==> src/vsb_pkg.sv <==
// vsb_pkg: shared types, constants and saturation helper for the skinning blend unit
// no dependencies
`default_nettype none

package vsb_pkg;

    localparam int COORD_W        = 32;
    localparam int WORDS_PER_BONE = 12;
    localparam int BONE_IDX_W     = 8;
    localparam int ELEM_W         = 4;
    localparam int WEIGHT_W       = 16;

    localparam logic signed [COORD_W-1:0] ONE_Q16   = 32'sh0001_0000;
    localparam logic signed [COORD_W-1:0] COORD_MAX = 32'sh7FFF_FFFF;
    localparam logic signed [COORD_W-1:0] COORD_MIN = 32'sh8000_0000;

    localparam logic [1:0] CFG_BONE_COUNT   = 2'd0;
    localparam logic [1:0] CFG_WEIGHT_COUNT = 2'd1;
    localparam logic [1:0] CFG_IDENTITY     = 2'd2;

    typedef enum logic {
        OP_LOAD = 1'b0,
        OP_SKIN = 1'b1
    } t_opcode;

    typedef struct packed {
        logic                  we;
        logic [BONE_IDX_W-1:0] bone;
        logic [ELEM_W-1:0]     elem;
        logic [COORD_W-1:0]    data;
    } t_load;

    typedef struct packed {
        logic signed [COORD_W-1:0] val;
        logic                      ov;
    } t_sat;

    function automatic t_sat sat_coord(input logic signed [63:0] v);
        t_sat r;
        if (v > 64'(COORD_MAX)) begin
            r.val = COORD_MAX;
            r.ov  = 1'b1;
        end else if (v < 64'(COORD_MIN)) begin
            r.val = COORD_MIN;
            r.ov  = 1'b1;
        end else begin
            r.val = v[COORD_W-1:0];
            r.ov  = 1'b0;
        end
        return r;
    endfunction

endpackage

`default_nettype wire

==> src/vsb_merge.sv <==
// vsb_merge: sums lane terms, final saturation and the output register
// depends on vsb_pkg
`default_nettype none

module vsb_merge #(
    parameter int LANES = 4
) (
    input  wire                i_clk,
    input  wire                i_rst_n,
    input  wire                i_en,
    input  wire                i_vld,
    input  wire                i_last,
    input  wire signed [31:0]  i_tp [LANES][3],
    input  wire signed [31:0]  i_tn [LANES][3],
    input  wire [LANES-1:0]    i_ov,
    output logic               o_vld,
    output logic signed [31:0] o_pos [3],
    output logic signed [31:0] o_nrm [3],
    output logic               o_last,
    output logic               o_ov
);
    logic signed [31:0] n_pos [3];
    logic signed [31:0] n_nrm [3];
    logic               n_ov;

    always_comb begin
        logic signed [63:0] ap;
        logic signed [63:0] an;
        vsb_pkg::t_sat      s;
        n_ov = |i_ov;
        for (int c = 0; c < 3; c++) begin
            ap = 64'sd0;
            an = 64'sd0;
            for (int j = 0; j < LANES; j++) begin
                ap = ap + 64'(i_tp[j][c]);
                an = an + 64'(i_tn[j][c]);
            end
            s        = vsb_pkg::sat_coord(ap);
            n_ov     = n_ov | s.ov;
            n_pos[c] = s.val;
            s        = vsb_pkg::sat_coord(an);
            n_ov     = n_ov | s.ov;
            n_nrm[c] = s.val;
        end
    end

    always_ff @(posedge i_clk) begin
        if (!i_rst_n) begin
            o_vld <= 1'b0;
        end else if (i_en) begin
            o_vld <= i_vld;
        end
    end

    always_ff @(posedge i_clk) begin
        if (i_en) begin
            o_pos  <= n_pos;
            o_nrm  <= n_nrm;
            o_last <= i_last;
            o_ov   <= n_ov;
        end
    end

endmodule

`default_nettype wire

==> config.mk <==
export PLATFORM = sky130hd
export DESIGN_NAME = vsb_merge
export DESIGN_NICKNAME = d
export VERILOG_FILES = /design/src/vsb_pkg.sv /design/src/vsb_merge.sv
export SDC_FILE = /design/constraint.sdc
export NUM_CORES = 1
export LEC_CHECK = 0
export BUFFER_PORTS_ARGS = -buffer_cell sky130_fd_sc_hd__buf_2
export CORE_AREA = 4 4 377 379
export DETAILED_ROUTE_END_ITERATION = 6
export DIE_AREA = 0 0 381 383
export GPL_TIMING_DRIVEN = 0
export PLACE_DENSITY = 0.48
export SYNTH_ARGS = -nofsm -noshare
export SYNTH_HDL_FRONTEND = slang
export SYNTH_SLANG_ARGS = --single-unit
==> constraint.sdc <==
create_clock -name i_clk -period 9.35 [get_ports i_clk]
set_input_delay 0.4675 -clock i_clk [delete_from_list [all_inputs] [get_ports i_clk]]
set_output_delay 0.4675 -clock i_clk [all_outputs]
set_load 0.1 [all_outputs]
==> key figures <==
Synth
  – Cell taking the most area after synthesis: fa_1
  – Post-synth top flop: edfxtp_1
  – Syn nets: ~4300
  – Synth top cells by count: inv_1, fa_1, ha_1, edfxtp_1, a21oi_1
  – Post-Syn Instances: just under 3000
  – Post-synth cell types: 82
  – Synth top area cells: fa_1, edfxtp_1, ha_1
  – Post-synth EDFFs: 194
  – Post-synth top area share: 0.281
  – Avg Inst Size Synth: 9.50 sq um
  – Post-Syn Area: 27800 sq um
  – Number of synthesis warnings: 0
  – Register bit count reported by yosys: a little under 200
  – Most frequent cell after synthesis: inv_1
  – Async SR Flop Fraction: 0
  – Post-synthesis sequential area ratio: 0.210

Setup path
  – Crit path launch type: primary input
  – Kind of critical path: primary input to register
  – Slowest stage delay, CP: about 0.78 ns
  – CP Max Fanout: 10
  – Crit path cell chain: buf_2, fa_1, inv_1, fa_1, inv_1, ha_1, inv_1, fa_1, nor2b_1, o31ai_1, a21oi_1, a41oi_1, o211ai_1, nand4_1, a21oi_1, mux2i_1, o211ai_1, and2_1, clkbuf_2, o21ai_1
  – Critical Path RT: 9.64 ns
  – Worst EP arrival: ~6.6 ns
  – Buf/Inv on CP: 5
  – Cell family with most CP delay: compound AO/OA/AOI/OAI gates
  – Crit end category: register
  – Slowest CP cell: a21oi_1

Finish
  – Net count, final: around 5300
  – Synth-to-Final Area Change: 28.2%
  – Layout filler cell count: 15200
  – Multi-input logic area: between 15000 and 20000 sq um
  – Post-Layout Inst Area: about 36000 sq um
  – Seq. cell area: between 5000 and 6000 sq um
  – Share of layout cells above drive strength 1: 0.265

STA
  – Final setup vio count: 0
  – Slew @ Worst Pin: between 1 and 1.5 ns
  – Number of failing hold endpoints at the final stage: 0
  – Final worst setup slack: between 3 and 4 ns
  – Max Clk Rate: 158 MHz
  – Final setup TNS: 0 ns
  – Fin crit period: 6.34 ns
  – Final Hold Slack: around 0.11 ns
  – Slew Limit Fails: 0
  – RSZ-0062 raised after global routing: false
  – Fin crit share: 0.678
  – Worst Skew: 0 ns
  – Slew margin rel.: 0.242

Die
  – Starting Density: 0.200
  – Cell Rows: roughly 140
  – DIE HEIGHT: approximately 380 um
  – Die width: about 380 um
  – DIE AREA: 146000 sq um
  – Ports: around 1000
  – CORE AREA: 139000 sq um

Power and ir drop
  – P_int: between 4000 and 5000 uW
  – P_sw: roughly 7600 uW
  – Overall power: between 10000 and 15000 uW
  – Combinational share of power: 0.781
  – Maximum vdd drop: ~260 uV
  – Clock power share: 0.071
  – Power share of the sequential group: 0.148
  – Cell Pwr Density: 343 nW/um^2
  – P_leak: 0.0176 uW
  – Switching share of total power: 0.622

Clocking
  – CTS root buffer: clkbuf_16
  – Latest clock arrival within the worst-skew pair: roughly 0.53 ns
  – Setup Fix Bufs, Post-CTS: 0
  – H-Tree Level Count: 4
  – Post_cts resized: 0
  – TritonCTS clock tree: built
  – Num CTS Buffers: 17
  – Clock-pin slew of the registers on the worst-case setup and hold paths: around 0.08 ns
  – Hold_buf cts: 0
  – Clk sink count: between 150 and 200
  – CTS Buffer Depth: 2

Global route
  – Largest net degree at the start of global routing: between 90 and 100
  – Antenna violations before repair: 18
  – Total global routing overflow: 0
  – Vias in the first global route: approximately 26000
  – GRT Resource Usage Total: 0.151
  – First-pass GRT wire length: ~160000 um

Outcome
  – Run status: finished, final reports clean

Placement
  – HPWL after detailed placement: roughly 100000 um
  – Post-placement setup slack: 2.24 ns
  – IO Port Bufs: 971
  – Placement Cell Area: 35000 sq um
  – Routability cong.: roughly 1

Routing
  – Pre-antenna DRT Iters: 5
  – DRC viols: 0
  – Final WL: 114000 um
  – Post-route ant nets: 0
  – Avg WL per Cell: roughly 20 um
  – Via count: around 25000
  – Vias per std cell: approximately 4.3
  – Iter 0 DRT Violations: between 1000 and 1500

Flow run
  – Max-cap violations: 0

Hold path
  – Hold Path Class: primary input to register
[state kept, by name (all words and copies together), names as in the netlist]
register	cells
o_nrm	96
o_pos	96
o_last	1
o_ov	1
o_vld	1
[final timing paths]
check / cells after the start / to / slack [ns] / start
setup / recovery: 20 / o_pos[37]$_SDFFCE_PN1P_ / 3.01 / i_tp[32]
hold / removal: 1 / o_last$_DFFE_PP_ / 0.11 / i_last
setup reg to reg: 2 / o_vld$_SDFFE_PN0P_ / 8.75 / o_vld$_SDFFE_PN0P_
hold reg to reg: 2 / o_vld$_SDFFE_PN0P_ / 0.53 / o_vld$_SDFFE_PN0P_
[metal layers]
metal	share of wire	vias to the layer above	track usage	wire length, um
met4	0.032	8	0.0555	3670
met3	0.059	110	0.0356	6710
met5	0.00033	-	0	38
li1	-	11800	-	-
met2	0.48	732	0.251	54100
met1	0.43	12000	0.192	49100
[power by group through the flow]
| stage | clock network, uW | logic (uW) | registers [uW] |
|---|---|---|---|
| floorplan | 0 | 3860 | 5030 |
| global placement | 0 | 9580 | 1830 |
| detailed placement | 0 | 9590 | 1830 |
| CTS | 922 | 9630 | 1820 |
| global route | 941 | 10300 | 1850 |
| finish | 874 | 9550 | 1810 |
[stage by stage]
step,util,cells
final,0.257,5747
after floorplan,-,2927
after detailed placement,0.252,5707
after global placement,0.252,5705
after global routing,0.257,5746
after CTS,0.257,5739
[cell usage in the layout, fill, tap and decap left out, types with 14 or more instances in the layout]
cell	n
a21o_1	162
xnor2_1	82
a211oi_1	26
and3_1	26
o21a_1	14
nor2b_1	31
inv_1	647
nor2_1	97
or3_1	14
xor2_1	78
edfxtp_1	194
a21oi_1	191
clkbuf_1	65
ha_1	204
o211ai_1	16
nand4_1	27
o21bai_1	24
buf_2	972
o31ai_1	20
nand2b_1	30
fa_1	390
o21ai_0	190
nand3_1	34
clkbuf_16	17
nand2_1	113
o21ai_1	29
nor3_1	37
a31oi_1	21
[logic make-up after synthesis]
logic type | after synthesis | share of synthesized area
compound gates | 790 | 0.182
buf+inv | 717 | 0.0978
fa+ha+maj | 594 | 0.373
simple gates | 461 | 0.0836
flops | 195 | 0.210
xor+xnor | 160 | 0.0504
mux | 10 | 0.00365
[cell type report]
type	count	share of cell area
plain buffers	70	0.00814
clock buffers	19	0.0121
repair buffers	973	0.138
inverters	647	0.0681
multi-input cells	2015	0.540
well taps	1807	0.0634
clock inverters	13	0.00548
flip-flops and latches	195	0.164
diodes	8	0.000562
Note: power is estimated with default switching activity, not from simulation.
